[src/sv/slpe_pkg.sv]
`default_nettype none

package slpe_pkg;

    // Event codes carried in the low nibble of the input data word
    localparam logic [3:0] EV_SYNC_START = 4'd0;
    localparam logic [3:0] EV_CHARGING   = 4'd1;
    localparam logic [3:0] EV_CHARGED    = 4'd2;
    localparam logic [3:0] EV_LOW_BATT   = 4'd3;
    localparam logic [3:0] EV_CHARGE_OFF = 4'd4;
    localparam logic [3:0] EV_DISK_ON    = 4'd5;
    localparam logic [3:0] EV_KB_CONN    = 4'd6;
    localparam logic [3:0] EV_KB_LOST    = 4'd7;
    localparam logic [3:0] EV_SYNC_OK    = 4'd8;
    localparam logic [3:0] EV_SYNC_FAIL  = 4'd9;
    localparam logic [3:0] EV_SAVED      = 4'd10;
    localparam logic [3:0] EV_DISK_OFF   = 4'd11;

    // Charge status
    localparam logic [1:0] CHG_NONE     = 2'd0;
    localparam logic [1:0] CHG_CHARGING = 2'd1;
    localparam logic [1:0] CHG_CHARGED  = 2'd2;
    localparam logic [1:0] CHG_LOW      = 2'd3;

    // Overlay kinds
    localparam logic [2:0] OVL_NONE      = 3'd0;
    localparam logic [2:0] OVL_KB_CONN   = 3'd1;
    localparam logic [2:0] OVL_KB_LOST   = 3'd2;
    localparam logic [2:0] OVL_SAVED     = 3'd3;
    localparam logic [2:0] OVL_SYNC_OK   = 3'd4;
    localparam logic [2:0] OVL_SYNC_FAIL = 3'd5;

    // Overlay durations in ms
    localparam logic [10:0] DUR_KB_CONN   = 11'd1200;
    localparam logic [10:0] DUR_KB_LOST   = 11'd1500;
    localparam logic [10:0] DUR_SYNC_OK   = 11'd1500;
    localparam logic [10:0] DUR_SYNC_FAIL = 11'd2000;
    localparam logic [10:0] DUR_SAVED     = 11'd700;

    localparam logic [10:0] TICK_MS        = 11'd40;
    localparam logic [7:0]  BRIGHT_DEFAULT = 8'd40;

    // Colour channel indices
    localparam logic [1:0] CH_R = 2'd0;
    localparam logic [1:0] CH_G = 2'd1;
    localparam logic [1:0] CH_B = 2'd2;

    // 2000 ms triangle sampled every 40 ms: entry j is floor(51 * j / 5)
    localparam logic [7:0] TRI_LUT [26] = '{
        8'd0,   8'd10,  8'd20,  8'd30,  8'd40,  8'd51,  8'd61,  8'd71,  8'd81,
        8'd91,  8'd102, 8'd112, 8'd122, 8'd132, 8'd142, 8'd153, 8'd163, 8'd173,
        8'd183, 8'd193, 8'd204, 8'd214, 8'd224, 8'd234, 8'd244, 8'd255
    };

    // 700 ms fade sampled every 20 ms: entry w is floor(102 * w / 7)
    localparam logic [7:0] UP_LUT [18] = '{
        8'd0,   8'd14,  8'd29,  8'd43,  8'd58,  8'd72,  8'd87,  8'd102, 8'd116,
        8'd131, 8'd145, 8'd160, 8'd174, 8'd189, 8'd204, 8'd218, 8'd233, 8'd247
    };

    // Commands from the sequencer to the datapath
    typedef struct packed {
        logic       apply_event;
        logic       mul_en;
        logic [1:0] mul_chan;
        logic       res_en;
        logic [1:0] res_chan;
        logic       commit;
    } cmd_t;

    // floor(x / 255) for x up to 255 * 255
    function automatic logic [7:0] div255(input logic [15:0] x);
        logic [16:0] s;
        s = {1'b0, x} + 17'd1 + {9'd0, x[15:8]};
        return s[15:8];
    endfunction

endpackage

`default_nettype wire

[src/sv/slpe_ctrl.sv]
`default_nettype none

module slpe_ctrl (
    input  wire logic          clk,
    input  wire logic          rst_n,
    input  wire logic          s_tvalid,
    output logic               s_tready,
    input  wire logic          s_tuser,
    output logic               m_tvalid,
    input  wire logic          m_tready,
    output slpe_pkg::cmd_t     cmd
);

    localparam logic [2:0] ST_IDLE = 3'd0;
    localparam logic [2:0] ST_MUL0 = 3'd1;
    localparam logic [2:0] ST_MUL1 = 3'd2;
    localparam logic [2:0] ST_MUL2 = 3'd3;
    localparam logic [2:0] ST_FIN  = 3'd4;
    localparam logic [2:0] ST_HOLD = 3'd5;

    logic [2:0] state_reg;
    logic [2:0] state_next;
    logic       m_valid_reg;
    logic       m_valid_next;
    logic       accept;

    assign s_tready = (state_reg == ST_IDLE);
    assign accept   = s_tvalid && s_tready;
    assign m_tvalid = m_valid_reg;

    always_comb
    begin
        state_next      = state_reg;
        cmd             = '0;
        cmd.apply_event = accept && s_tuser;
        m_valid_next    = m_valid_reg && !m_tready;
        unique case (state_reg)
            ST_IDLE:
            begin
                if (accept && !s_tuser)
                begin
                    state_next = ST_MUL0;
                end
            end
            ST_MUL0:
            begin
                cmd.mul_en   = 1'b1;
                cmd.mul_chan = slpe_pkg::CH_R;
                state_next   = ST_MUL1;
            end
            ST_MUL1:
            begin
                cmd.mul_en   = 1'b1;
                cmd.mul_chan = slpe_pkg::CH_G;
                cmd.res_en   = 1'b1;
                cmd.res_chan = slpe_pkg::CH_R;
                state_next   = ST_MUL2;
            end
            ST_MUL2:
            begin
                cmd.mul_en   = 1'b1;
                cmd.mul_chan = slpe_pkg::CH_B;
                cmd.res_en   = 1'b1;
                cmd.res_chan = slpe_pkg::CH_G;
                state_next   = ST_FIN;
            end
            ST_FIN:
            begin
                cmd.res_en   = 1'b1;
                cmd.res_chan = slpe_pkg::CH_B;
                state_next   = ST_HOLD;
            end
            ST_HOLD:
            begin
                // wait for the output register to drain
                if (!m_valid_reg || m_tready)
                begin
                    cmd.commit   = 1'b1;
                    m_valid_next = 1'b1;
                    state_next   = ST_IDLE;
                end
            end
            default:
            begin
                state_next = ST_IDLE;
            end
        endcase
    end

    always_ff @(posedge clk or negedge rst_n)
    begin
        if (!rst_n)
        begin
            state_reg   <= ST_IDLE;
            m_valid_reg <= 1'b0;
        end
        else
        begin
            state_reg   <= state_next;
            m_valid_reg <= m_valid_next;
        end
    end

endmodule

`default_nettype wire

[src/sv/slpe_datapath.sv]
`default_nettype none

module slpe_datapath (
    input  wire logic           clk,
    input  wire logic           rst_n,
    input  wire logic           cfg_we,
    input  wire logic [7:0]     cfg_wdata,
    input  wire logic [3:0]     event_code,
    input  wire slpe_pkg::cmd_t cmd,
    output logic [23:0]         colour
);

    // configuration and status
    logic [7:0]  bright_reg;
    logic        disk_reg;
    logic        sync_reg;
    logic        kb_reg;
    logic [1:0]  charge_reg;
    logic [2:0]  ovl_kind_reg;
    logic [10:0] ovl_left_reg;

    // phase kept as residues: 2000 ms cycle in 40 ms steps, 300 ms blink,
    // hue position (phase / 6) with its remainder
    logic [5:0]  tri_k_reg;
    logic [8:0]  p300_rem_reg;
    logic        p300_tog_reg;
    logic [7:0]  hue_q_reg;
    logic [2:0]  hue_r_reg;

    // overlay elapsed time as residues: 180 ms blink, 700 ms fade in 20 ms units
    logic [7:0]  e180_rem_reg;
    logic        e180_tog_reg;
    logic [5:0]  e700_v_reg;

    logic [15:0] prod_reg;
    logic [7:0]  res_reg [3];
    logic [23:0] out_reg;

    logic        ovl_on;
    logic [7:0]  blink_o;
    logic [7:0]  blink_p;
    logic [5:0]  tri_diff;
    logic [4:0]  tri_idx;
    logic [7:0]  tri_val;
    logic [5:0]  up_diff;
    logic [4:0]  up_idx;
    logic [7:0]  up_val;
    logic [7:0]  hpos;
    logic [7:0]  hoff;
    logic [9:0]  h3;
    logic [7:0]  hlo;
    logic [7:0]  hhi;
    logic [7:0]  wr;
    logic [7:0]  wg;
    logic [7:0]  wb;
    logic [15:0] third_prod;
    logic [7:0]  bb_third;
    logic [7:0]  mul_a [3];
    logic [7:0]  mul_f [3];
    logic [7:0]  direct [3];
    logic [2:0]  use_mul;
    logic [7:0]  op_a;
    logic [7:0]  op_f;
    logic        res_use_mul;
    logic [7:0]  res_direct;
    logic [7:0]  res_val;
    logic [9:0]  p300_sum;
    logic [8:0]  e180_sum;
    logic [6:0]  e700_sum;
    logic [3:0]  hue_r_sum;

    assign ovl_on  = (ovl_kind_reg != slpe_pkg::OVL_NONE)
                     && (ovl_kind_reg <= slpe_pkg::OVL_SYNC_FAIL)
                     && (ovl_left_reg != 11'd0);
    assign blink_o = e180_tog_reg ? bright_reg : 8'd0;
    assign blink_p = p300_tog_reg ? bright_reg : 8'd0;

    assign tri_diff = 6'd50 - tri_k_reg;
    assign tri_idx  = (tri_k_reg < 6'd25) ? tri_k_reg[4:0] : tri_diff[4:0];
    assign tri_val  = slpe_pkg::TRI_LUT[tri_idx];

    assign up_diff = 6'd35 - e700_v_reg;
    assign up_idx  = (e700_v_reg <= 6'd17) ? e700_v_reg[4:0] : up_diff[4:0];
    assign up_val  = slpe_pkg::UP_LUT[up_idx];

    // colour wheel
    always_comb
    begin
        hpos = 8'd255 - hue_q_reg;
        if (hpos < 8'd85)
        begin
            hoff = hpos;
        end
        else if (hpos < 8'd170)
        begin
            hoff = hpos - 8'd85;
        end
        else
        begin
            hoff = hpos - 8'd170;
        end
        h3  = {1'b0, hoff, 1'b0} + {2'b00, hoff};
        hlo = h3[7:0];
        hhi = 8'd255 - hlo;
        if (hpos < 8'd85)
        begin
            wr = hhi; wg = 8'd0; wb = hlo;
        end
        else if (hpos < 8'd170)
        begin
            wr = 8'd0; wg = hlo; wb = hhi;
        end
        else
        begin
            wr = hlo; wg = hhi; wb = 8'd0;
        end
    end

    // bb / 3 as (bb * 171) >> 9, exact over eight bits
    assign third_prod = {8'd0, bright_reg} * 16'd171;
    assign bb_third   = {1'b0, third_prod[15:9]};

    // per-channel operands: either a scaled product or a direct level
    always_comb
    begin
        for (int c = 0; c < 3; c++)
        begin
            mul_a[c]  = 8'd0;
            mul_f[c]  = 8'd0;
            direct[c] = 8'd0;
        end
        use_mul = 3'b000;
        if (ovl_on)
        begin
            unique case (ovl_kind_reg)
                slpe_pkg::OVL_KB_CONN:
                begin
                    direct[1] = blink_o;
                end
                slpe_pkg::OVL_KB_LOST:
                begin
                    direct[0]  = blink_o;
                    use_mul[1] = 1'b1;
                    mul_a[1]   = blink_o;
                    mul_f[1]   = 8'd160;
                end
                slpe_pkg::OVL_SAVED:
                begin
                    use_mul[1] = 1'b1;
                    mul_a[1]   = bright_reg;
                    mul_f[1]   = up_val;
                end
                slpe_pkg::OVL_SYNC_OK:
                begin
                    direct[1] = bright_reg;
                end
                slpe_pkg::OVL_SYNC_FAIL:
                begin
                    direct[0] = blink_o;
                end
                default:
                begin
                end
            endcase
        end
        else if (disk_reg)
        begin
            use_mul = 3'b110;
            mul_a[1] = bright_reg;
            mul_f[1] = tri_val;
            mul_a[2] = bright_reg;
            mul_f[2] = tri_val;
        end
        else if (sync_reg)
        begin
            use_mul = 3'b111;
            mul_a[0] = wr;
            mul_a[1] = wg;
            mul_a[2] = wb;
            mul_f[0] = bright_reg;
            mul_f[1] = bright_reg;
            mul_f[2] = bright_reg;
        end
        else if (charge_reg == slpe_pkg::CHG_LOW)
        begin
            direct[0] = blink_p;
        end
        else if (charge_reg == slpe_pkg::CHG_CHARGING)
        begin
            use_mul = 3'b011;
            mul_a[0] = bright_reg;
            mul_f[0] = tri_val;
            mul_a[1] = {1'b0, bright_reg[7:1]};
            mul_f[1] = tri_val;
        end
        else if (charge_reg == slpe_pkg::CHG_CHARGED)
        begin
            direct[1] = bright_reg;
        end
        else if (kb_reg)
        begin
            direct[1] = bb_third;
            direct[2] = {2'b00, bright_reg[7:2]};
        end
    end

    always_comb
    begin
        unique case (cmd.mul_chan)
            slpe_pkg::CH_R: begin op_a = mul_a[0]; op_f = mul_f[0]; end
            slpe_pkg::CH_G: begin op_a = mul_a[1]; op_f = mul_f[1]; end
            slpe_pkg::CH_B: begin op_a = mul_a[2]; op_f = mul_f[2]; end
            default:        begin op_a = 8'd0;     op_f = 8'd0;     end
        endcase
        unique case (cmd.res_chan)
            slpe_pkg::CH_R: begin res_use_mul = use_mul[0]; res_direct = direct[0]; end
            slpe_pkg::CH_G: begin res_use_mul = use_mul[1]; res_direct = direct[1]; end
            slpe_pkg::CH_B: begin res_use_mul = use_mul[2]; res_direct = direct[2]; end
            default:        begin res_use_mul = 1'b0;       res_direct = 8'd0;      end
        endcase
        res_val = res_use_mul ? slpe_pkg::div255(prod_reg) : res_direct;
    end

    // shared multiplier and result registers
    always_ff @(posedge clk)
    begin
        if (cmd.mul_en)
        begin
            prod_reg <= {8'd0, op_a} * {8'd0, op_f};
        end
        if (cmd.res_en)
        begin
            unique case (cmd.res_chan)
                slpe_pkg::CH_R: res_reg[0] <= res_val;
                slpe_pkg::CH_G: res_reg[1] <= res_val;
                slpe_pkg::CH_B: res_reg[2] <= res_val;
                default:        res_reg[0] <= res_reg[0];
            endcase
        end
        if (cmd.commit)
        begin
            out_reg <= {res_reg[2], res_reg[1], res_reg[0]};
        end
    end

    assign colour = out_reg;

    assign p300_sum  = {1'b0, p300_rem_reg} + 10'd40;
    assign e180_sum  = {1'b0, e180_rem_reg} + 9'd40;
    assign e700_sum  = {1'b0, e700_v_reg} + 7'd2;
    assign hue_r_sum = {1'b0, hue_r_reg} + 4'd4;

    always_ff @(posedge clk or negedge rst_n)
    begin
        if (!rst_n)
        begin
            bright_reg <= slpe_pkg::BRIGHT_DEFAULT;
        end
        else if (cfg_we)
        begin
            bright_reg <= cfg_wdata;
        end
    end

    always_ff @(posedge clk or negedge rst_n)
    begin
        if (!rst_n)
        begin
            disk_reg     <= 1'b0;
            sync_reg     <= 1'b0;
            kb_reg       <= 1'b0;
            charge_reg   <= slpe_pkg::CHG_NONE;
            ovl_kind_reg <= slpe_pkg::OVL_NONE;
            ovl_left_reg <= 11'd0;
            tri_k_reg    <= 6'd0;
            p300_rem_reg <= 9'd0;
            p300_tog_reg <= 1'b0;
            hue_q_reg    <= 8'd0;
            hue_r_reg    <= 3'd0;
            e180_rem_reg <= 8'd0;
            e180_tog_reg <= 1'b0;
            e700_v_reg   <= 6'd0;
        end
        else if (cmd.apply_event)
        begin
            unique case (event_code)
                slpe_pkg::EV_SYNC_START: sync_reg   <= 1'b1;
                slpe_pkg::EV_CHARGING:   charge_reg <= slpe_pkg::CHG_CHARGING;
                slpe_pkg::EV_CHARGED:    charge_reg <= slpe_pkg::CHG_CHARGED;
                slpe_pkg::EV_LOW_BATT:   charge_reg <= slpe_pkg::CHG_LOW;
                slpe_pkg::EV_CHARGE_OFF: charge_reg <= slpe_pkg::CHG_NONE;
                slpe_pkg::EV_DISK_ON:    disk_reg   <= 1'b1;
                slpe_pkg::EV_DISK_OFF:   disk_reg   <= 1'b0;
                slpe_pkg::EV_KB_CONN:
                begin
                    kb_reg       <= 1'b1;
                    ovl_kind_reg <= slpe_pkg::OVL_KB_CONN;
                    ovl_left_reg <= slpe_pkg::DUR_KB_CONN;
                end
                slpe_pkg::EV_KB_LOST:
                begin
                    kb_reg       <= 1'b0;
                    ovl_kind_reg <= slpe_pkg::OVL_KB_LOST;
                    ovl_left_reg <= slpe_pkg::DUR_KB_LOST;
                end
                slpe_pkg::EV_SYNC_OK:
                begin
                    sync_reg     <= 1'b0;
                    ovl_kind_reg <= slpe_pkg::OVL_SYNC_OK;
                    ovl_left_reg <= slpe_pkg::DUR_SYNC_OK;
                end
                slpe_pkg::EV_SYNC_FAIL:
                begin
                    sync_reg     <= 1'b0;
                    ovl_kind_reg <= slpe_pkg::OVL_SYNC_FAIL;
                    ovl_left_reg <= slpe_pkg::DUR_SYNC_FAIL;
                end
                slpe_pkg::EV_SAVED:
                begin
                    ovl_kind_reg <= slpe_pkg::OVL_SAVED;
                    ovl_left_reg <= slpe_pkg::DUR_SAVED;
                end
                default:
                begin
                end
            endcase
            // restart the elapsed-time residues for any new overlay
            if (event_code >= slpe_pkg::EV_KB_CONN && event_code <= slpe_pkg::EV_SAVED)
            begin
                e180_rem_reg <= 8'd0;
                e180_tog_reg <= 1'b0;
                e700_v_reg   <= 6'd0;
            end
        end
        else if (cmd.commit)
        begin
            // advance phase by one tick
            tri_k_reg <= (tri_k_reg == 6'd49) ? 6'd0 : tri_k_reg + 6'd1;
            if (p300_sum >= 10'd300)
            begin
                p300_rem_reg <= 9'(p300_sum - 10'd300);
                p300_tog_reg <= !p300_tog_reg;
            end
            else
            begin
                p300_rem_reg <= p300_sum[8:0];
            end
            if (hue_r_sum >= 4'd6)
            begin
                hue_r_reg <= 3'(hue_r_sum - 4'd6);
                hue_q_reg <= hue_q_reg + 8'd7;
            end
            else
            begin
                hue_r_reg <= hue_r_sum[2:0];
                hue_q_reg <= hue_q_reg + 8'd6;
            end
            // advance overlay elapsed time
            if (e180_sum >= 9'd180)
            begin
                e180_rem_reg <= 8'(e180_sum - 9'd180);
                e180_tog_reg <= !e180_tog_reg;
            end
            else
            begin
                e180_rem_reg <= e180_sum[7:0];
            end
            e700_v_reg <= (e700_sum >= 7'd35) ? 6'(e700_sum - 7'd35) : e700_sum[5:0];
            // count down the overlay, clamping at zero
            if (ovl_left_reg != 11'd0)
            begin
                if (ovl_left_reg > slpe_pkg::TICK_MS)
                begin
                    ovl_left_reg <= ovl_left_reg - slpe_pkg::TICK_MS;
                end
                else
                begin
                    ovl_left_reg <= 11'd0;
                    ovl_kind_reg <= slpe_pkg::OVL_NONE;
                end
            end
        end
    end

endmodule

`default_nettype wire

[src/sv/status_led_pattern_engine.sv]
// Status LED colour engine.
// Input stream (s_*): one word per item. s_tuser selects the kind: low is a
// 40 ms time tick, high is a status event whose code sits in s_tdata[3:0].
// Events update the status flags and may start a timed overlay; they give no
// output word and are taken without leaving the idle state.
// Output stream (m_*): one RGB word per tick, red in the lowest byte.
// Brightness is written through cfg_we / cfg_wdata while the block is idle;
// the user must keep to this, as the block does not enforce it. A tick is
// taken from IDLE and steps through MUL0, MUL1, MUL2 and FIN: three passes
// through one shared 8x8 multiplier (one per channel, the divide by 255
// folded into the next pass); HOLD then commits the word to the output
// register, and the next item is taken only from IDLE again. The output
// register holds its word until the receiver takes it; an event is still
// accepted while a word waits, but a finished tick holds in the sequencer
// until the output register is free. Reset clears all status, phase and
// overlay state, brightness returns to 40 and the output stream goes empty.
`default_nettype none

module status_led_pattern_engine (
    input  wire logic        clk,
    input  wire logic        rst_n,
    input  wire logic        s_tvalid,
    output logic             s_tready,
    input  wire logic [7:0]  s_tdata,   // [3:0] event_code, [7:4] zero
    input  wire logic        s_tuser,   // [0] kind
    output logic             m_tvalid,
    input  wire logic        m_tready,
    output logic [23:0]      m_tdata,   // [7:0] red, [15:8] green, [23:16] blue
    input  wire logic        cfg_we,
    input  wire logic [7:0]  cfg_wdata  // brightness
);

    slpe_pkg::cmd_t cmd;

    // sequencer: handshakes and step commands
    slpe_ctrl u_ctrl (
        .clk      (clk),
        .rst_n    (rst_n),
        .s_tvalid (s_tvalid),
        .s_tready (s_tready),
        .s_tuser  (s_tuser),
        .m_tvalid (m_tvalid),
        .m_tready (m_tready),
        .cmd      (cmd)
    );

    // status, phase residues, shared multiplier and output word
    slpe_datapath u_datapath (
        .clk        (clk),
        .rst_n      (rst_n),
        .cfg_we     (cfg_we),
        .cfg_wdata  (cfg_wdata),
        .event_code (s_tdata[3:0]),
        .cmd        (cmd),
        .colour     (m_tdata)
    );

`ifndef SYNTHESIS
    // never overwrite a word the receiver has not taken
    assert property (@(posedge clk) disable iff (!rst_n)
        cmd.commit |-> (!m_tvalid || m_tready))
        else $error("output word overwritten");

    // a tick makes the block busy on the next cycle
    assert property (@(posedge clk) disable iff (!rst_n)
        (s_tvalid && s_tready && !s_tuser) |=> !s_tready)
        else $error("tick accepted without entering the multiply sequence");

    // a word goes out only from a commit
    assert property (@(posedge clk) disable iff (!rst_n)
        $rose(m_tvalid) |-> $past(cmd.commit))
        else $error("output valid without commit");

    // no item is taken while the result is being committed
    assert property (@(posedge clk) disable iff (!rst_n)
        cmd.commit |-> !s_tready)
        else $error("input accepted during commit");
`endif

endmodule

`default_nettype wire
[config.mk]
export PLATFORM = sky130hd
export DESIGN_NAME = status_led_pattern_engine
export DESIGN_NICKNAME = d
export VERILOG_FILES = /design/src/sv/slpe_pkg.sv /design/src/sv/slpe_ctrl.sv /design/src/sv/slpe_datapath.sv /design/src/sv/status_led_pattern_engine.sv
export SDC_FILE = /design/constraint.sdc
export NUM_CORES = 1
export LEC_CHECK = 0
export ABC_AREA = 1
export BUFFER_PORTS_ARGS = -buffer_cell sky130_fd_sc_hd__buf_2
export CAP_MARGIN = 40
export CORE_ASPECT_RATIO = 0.7
export CORE_UTILIZATION = 30
export DETAILED_ROUTE_END_ITERATION = 10
export GPL_TIMING_DRIVEN = 0
export PLACE_DENSITY = 0.52
export REMOVE_ABC_BUFFERS = 1
export SLEW_MARGIN = 40
export SYNTH_ARGS = -nofsm -noshare
export SYNTH_HDL_FRONTEND = slang
export SYNTH_SLANG_ARGS = --single-unit
export TNS_END_PERCENT = 1
[constraint.sdc]
create_clock -name clk -period 10.14 [get_ports clk]
set_input_delay 0.507 -clock clk [delete_from_list [all_inputs] [get_ports clk]]
set_output_delay 0.507 -clock clk [all_outputs]
set_load 0.005 [all_outputs]
After elaboration in Yosys (flattened, before gate mapping) --
Memory sizes are Yosys's and may differ from the RTL's. A register that Yosys moved wholly into a read port is not among the register bits. Cells that the tools add are included.
Operators by class: multiplexer cells 119, add/sub/neg operators 21, equality and inequality tests 35, order comparisons 14, multipliers 2, bitwise operators 4, reduce and logical (&&, ||, !) cells 44
Operators with widths (count):
- $mux W8 | 38
- $mux W16 | 11
- $pmux W8 S3 | 3
- $mux W24 | 2
- $pmux W8 S2 | 3
- $mux W11 | 4
- $pmux W11 S4 | 1
- $mux W3 | 10
- $mux W6 | 5
- $mux W1 | 26
- $pmux W3 S3 | 2
- $pmux W3 S6 | 1
- $add A16 B1 Y16 const B | 1
- $add A16 B8 Y16 | 1
- $add A8 B3 Y8 const B | 2
- $eq A4 B3 Y1 const B | 4
- $eq A4 B4 Y1 const B | 4
- $mul A8 B8 Y16 | 1
- $mul A8 B8 Y16 const B | 1
- $reduce_or A8 Y1 | 2
- $sub A8 B8 Y8 const A | 2
- $sub A8 B8 Y8 const B | 2
- $mux W15 | 1
- $pmux W3 S5 | 1
- 61 further kinds | 111
Storage, ports and cells: input bits 22, ROM bits 512, register bits after elaboration 113, RAM bits 24, logic and storage cells 261, memories kept 3, output and inout port bits 26
Memory list:
- (name not given) | words 32, width 8, rd ports 1, clocked after Yosys merged registers in 0, write ports 0, RTL line slpe_datapath.sv:80 | assign tri_val = slpe_pkg::TRI_LUT[tri_idx];
- (name not given) | words 32, width 8, rd ports 1, clocked after Yosys merged registers in 0, write ports 0, RTL line slpe_datapath.sv:84 | assign up_val = slpe_pkg::UP_LUT[up_idx];
- u_datapath.res_reg | words 3, width 8, rd ports 3, clocked after Yosys merged registers in 2, write ports 1, RTL line slpe_datapath.sv:36 | logic [7:0] res_reg [3];

Depth between registers and ports, before layout --
depth in word-level cells 13, depth in mapped cells 47, depth with buffers taken out 46

Modules after synthesis --
From an unflattened synthesis, not the netlist that was laid out.
Unflattened totals: cell total of the unflattened synthesis 1637, area total of the unflattened synthesis 12388.1 um2
By module, submodules not included:
- slpe_datapath | seq. area each 3475.8 um2, cells each 1601, area an instance 12140.4 um2, instances 1
- slpe_ctrl | seq. area each 100.1 um2, cells each 36, area an instance 247.7 um2, instances 1

Worst setup path before layout --
Ideal clock, no wire load.
path type register to register, start point register u_datapath.hue_q_reg[1], end point register u_datapath.prod_reg[15] (data pin), clock period less this slack 7.107 ns, path buffers 0, arrival time 6.847 ns, cell stages (with the launch flop) 39, slack 3.033 ns, required time 9.879 ns, library setup time 0.261 ns, cell sequence dfrtp_1 > ha_1 > o21ai_1 > nand2_1 > nand2_4 > inv_4 > nor2_1 > nand2_1 > o21ai_0 > xor2_1 > ha_1 > xor2_1 > ha_1 > a21oi_1 > o21ai_0 > a21oi_1 > o32a_2 > a21oi_1 > (+3 left out) > inv_1 > fa_1 > inv_1 > fa_1 > inv_1 > ha_1 > nand2_1 > o21ai_0 > a21oi_1 > o21bai_1 > a21oi_1 > o21bai_1 > nand2_1 > inv_1 > nor2_1 > nor2_1 > nor2_1 > xor2_1
On the way: word-level cells in the longest chain between the ends 13, elaborated cells on any way between the ends 24, classes of those cells add/sub: 5; mul: 1; order compare: 2; mux: 16
RTL lines:
- start: declaration | RTL line slpe_datapath.sv:27 | logic [7:0] hue_q_reg;
- start signal: assignment | RTL line slpe_datapath.sv:351 | hue_q_reg <= hue_q_reg + 8'd7;
- start signal: assignment | RTL line slpe_datapath.sv:356 | hue_q_reg <= hue_q_reg + 8'd6;
- $sub A8 B8 Y8 (*) | RTL line slpe_datapath.sv:89 | hpos = 8'd255 - hue_q_reg;
- $sub A8 B8 Y8, or another cell as far along | RTL line slpe_datapath.sv:100 | hoff = hpos - 8'd170;
- $mux W8 | RTL line slpe_datapath.sv:94 | else if (hpos < 8'd170)
- $mux W8 | RTL line slpe_datapath.sv:90 | if (hpos < 8'd85)
- $add A8 B8 Y8 | RTL line slpe_datapath.sv:102 | h3 = {1'b0, hoff, 1'b0} + {2'b00, hoff};
- $sub A8 B8 Y8 | RTL line slpe_datapath.sv:104 | hhi = 8'd255 - hlo;
- $mux W8 | RTL line slpe_datapath.sv:109 | else if (hpos < 8'd170)
- $mux W8 | RTL line slpe_datapath.sv:105 | if (hpos < 8'd85)
- $mux W8 / $mux W16 (equally long branches) | RTL line slpe_datapath.sv:174 | else if (sync_reg)
- $mux W16 | RTL line slpe_datapath.sv:166 | else if (disk_reg)
- $mux W8 | RTL line slpe_datapath.sv:133 | if (ovl_on)
- $pmux W8 S3 (*) | RTL line slpe_datapath.sv:209 | unique case (cmd.mul_chan)
- $mul A8 B8 Y16 (*) | RTL line slpe_datapath.sv:229 | prod_reg <= {8'd0, op_a} * {8'd0, op_f};
- end signal: assignment | RTL line slpe_datapath.sv:229
- end: declaration | RTL line slpe_datapath.sv:35 | logic [15:0] prod_reg;
Every way passes the cells marked *; elsewhere a longest branch is shown, timed or not. A chain may end at the register's enable or synchronous reset.

Worst setup path in the final report --
Ends and elaborated chain as after synthesis.

==> qor.txt <==
Status: finished, final reports clean
Top-area cell type share of the netlist area: 0.156
Post-DP HPWL: 26.8 mm
Clock insertion delay at the later pin of the skew report: 0.45 ns
Post-route cell area: 13,800 sq um
Row count: 61
First-pass GRT wire length: 55.9 mm
Worst min-delay path class: input port to register
Largest family of logic cells by synthesized area: adder cells
CTS tree: built
Pwr Density: 351 nW/um^2
Post-Synth Simple-Gate Area: 0.200
Yosys reg bits: 130
Global Route Usage Sum: 0.170
FF+latch area: 3580 sq um
Internal power: 0.00223 W
Warnings from Yosys: 0
Multi-input gate area: 7640 sq um
Cell Area, Synth: 12,400 sq um
Slew Limit Fails: 0
Crit. End Element: register
Switch Pwr: 0.00262 W
Fraction of registers with async set/reset: 0.508
Unique cell type count in the Yosys netlist: 58
Max clock buf depth: 2
Vias/cell: 5.00
CTS Buf Count: 17
Setup-failing EPs final: 0
Worst hold margin: 0.261 ns
Total power: 0.00485 W
Boundary Pins: 48
Worst setup skew after layout: 0.0116 ns
Final nets: 1,808
Worst Max-Slew Pin Slew: 0.800 ns
Most common cell in the netlist: inv_1
Clk slew on worst S/H paths: 0.06 ns
Final period utilization: 0.844
CP Launch Type: register
Synth-to-layout area growth: 11.8%
Router iterations before antenna repair: 5
ANT cells: 0
Critical Path RT: 10.34 ns
Setup Buffers After CTS: 0
XOR/XNOR Fraction of Synth Area: 0.0409
Initial Util: 0.308
Synth Area in Adders: 0.203
CP Max Fanout: 23
Clk sinks: 130
Sequential-to-total area share from yosys stat: 0.289
H-tree depth: 4
Switch share: 0.541
Port Buffer Count: 43
Max incr delay on CP: 0.55 ns
RSZ-0062 raised after global routing: false
Crit path kind: register to register
Core box area: 40,100 sq um
DRT antenna net count: 0
Area post-placement: 13,200 sq um
Tmin final: 8.56 ns
Die area: 42,000 sq um
Mux contribution to synthesized area: 0
Mean Syn Cell Area: 7.83 sq um
Top post-synthesis cells by area: edfxtp_1, dfrtp_1, ha_1, inv_1, nand2_1
Worst VDD drop: 149 uV
CTS Root Cell: clkbuf_16
Avg WL per Cell: 15.8 microns
Share of cells above drive strength 1: 0.105
Main synth FF type: edfxtp_1
Total Wirelength: 34.3 mm
Max-cap viol count: 0
Final core utilization: 0.344
Die H: 172 microns
Maximum clock frequency: 117 MHz
Setup TNS Final: 0 ns
DIE WIDTH: 245 microns
Final Hold Vio Count: 0
Post-synth top cells: inv_1, nand2_1, nor2_1
Vias: 10,800
Post-synth top area cell: edfxtp_1
Vias in the first global route: 10,400
Pin count of the biggest net entering global routing: 47
Leak: 6.52 nW
WP data arrival: 8.75 ns
Syn Inst Count: 1,578
Max-slew headroom: 0.458
Initial antenna violation count: 0
RePlAce Congestion: 0.910
Clock Power Share: 0.126
GR Overflow Total: 0
Filler cells: 4,304
Comb pwr share: 0.663
Critical Path Slowest Stage Cell: fa_1
Post-synth EDFFs: 64
DR iter-0 viols: 1,020
Register share of total power: 0.211
Post-route DRC violation count: 0
Compound-Gate Fraction of Synth Area: 0.171
==> through the flow <==
step / instances / worst slack [ns]
floorplan: 1548 / 2.89
global placement: 2126 / 1.66
detailed placement: 2129 / 1.62
CTS: 2162 / 1.59
global route: 2162 / 0.846
finish: 2162 / 1.58
==> placed cells by master (no fill, tap or decap), types with 20 or more instances in the layout <==
master / instances
nor2_1: 129
xor2_1: 46
nand3_1: 76
ha_1: 124
fa_1: 48
a21oi_1: 107
buf_2: 42
nand2_1: 257
edfxtp_1: 64
dfrtp_1: 63
inv_1: 259
o22ai_1: 20
nor3_1: 21
o21ai_0: 117
==> final timing paths <==
check | depth (start not counted) | from | end | slack, ns
min | 3 | cfg_wdata[4] | u_datapath.bright_reg[4] | 0.26
max reg2reg | 38 | u_datapath.hue_q_reg[1] | u_datapath.prod_reg[15] | 1.58
min reg2reg | 0 | u_datapath.res_reg[0][4] | u_datapath.colour[4] | 0.42
max | 38 | u_datapath.hue_q_reg[1] | u_datapath.prod_reg[15] | 1.58
max in group asynchronous | 3 | rst_n | u_datapath.bright_reg[3] | 9.09
min in group asynchronous | 2 | rst_n | u_datapath.hue_q_reg[5] | 0.47
==> layer usage <==
metal | up-vias | part of all wire | GRT usage | wire, microns
met2 | 322 | 0.39 | 0.236 | 13300
met1 | 5110 | 0.53 | 0.259 | 18000
met3 | 30 | 0.075 | 0.0426 | 2580
met5 | - | 0 | 0 | 0
li1 | 5349 | - | - | -
met4 | 0 | 0.010 | 0.0370 | 355
==> worst max-delay path: cells and delay by family, from the launching register on <==
| kind | cells | cell delay, ns |
|---|---|---|
| AOI/OAI and AO/OA | 12 | 2.20 |
| xor gates and xnor gates | 3 | 0.76 |
| adders and majority gates | 8 | 3.31 |
| buffers and inverters | 6 | 0.39 |
| DFF | 1 | 0.48 |
| and+or+nand+nor | 9 | 1.17 |
==> cells by family (layout without fill, tap and decap cells) <==
| group | count (synthesis) | in the layout |
|---|---|---|
| flip-flops | 130 | 130 |
| AO/OA/AOI/OAI | 356 | 356 |
| buffers and inverters | 308 | 357 |
| adder cells (fa/ha/maj) | 172 | 172 |
| XOR/XNOR | 56 | 56 |
| AND/OR/NAND/NOR | 556 | 556 |
==> final cells by class <==
cell class	count	area share
clock inverters	14	0.0104
flip-flops and latches	130	0.259
well taps	535	0.0485
inverters	278	0.0763
clock buffers	18	0.0311
multi-input cells	1140	0.553
repair buffers	47	0.0213
==> power by group through the flow <==
stage / combinational [W] / clock (W) / sequential, W
2_1_floorplan: 0.00237 / 0 / 0.000959
3_3_place_gp: 0.00310 / 0 / 0.00103
3_5_place_dp: 0.00315 / 0 / 0.00102
4_1_cts: 0.00317 / 0.000631 / 0.00102
5_1_grt: 0.00366 / 0.000653 / 0.00105
6_report: 0.00321 / 0.000613 / 0.00102
==> what timing repair did <==
item / in CTS / in global routing
hold buffers: 1 / 0
resized for setup: 0 / 0
hold endpoints to repair: 20 / 0
(Power assumes the default switching activity.)
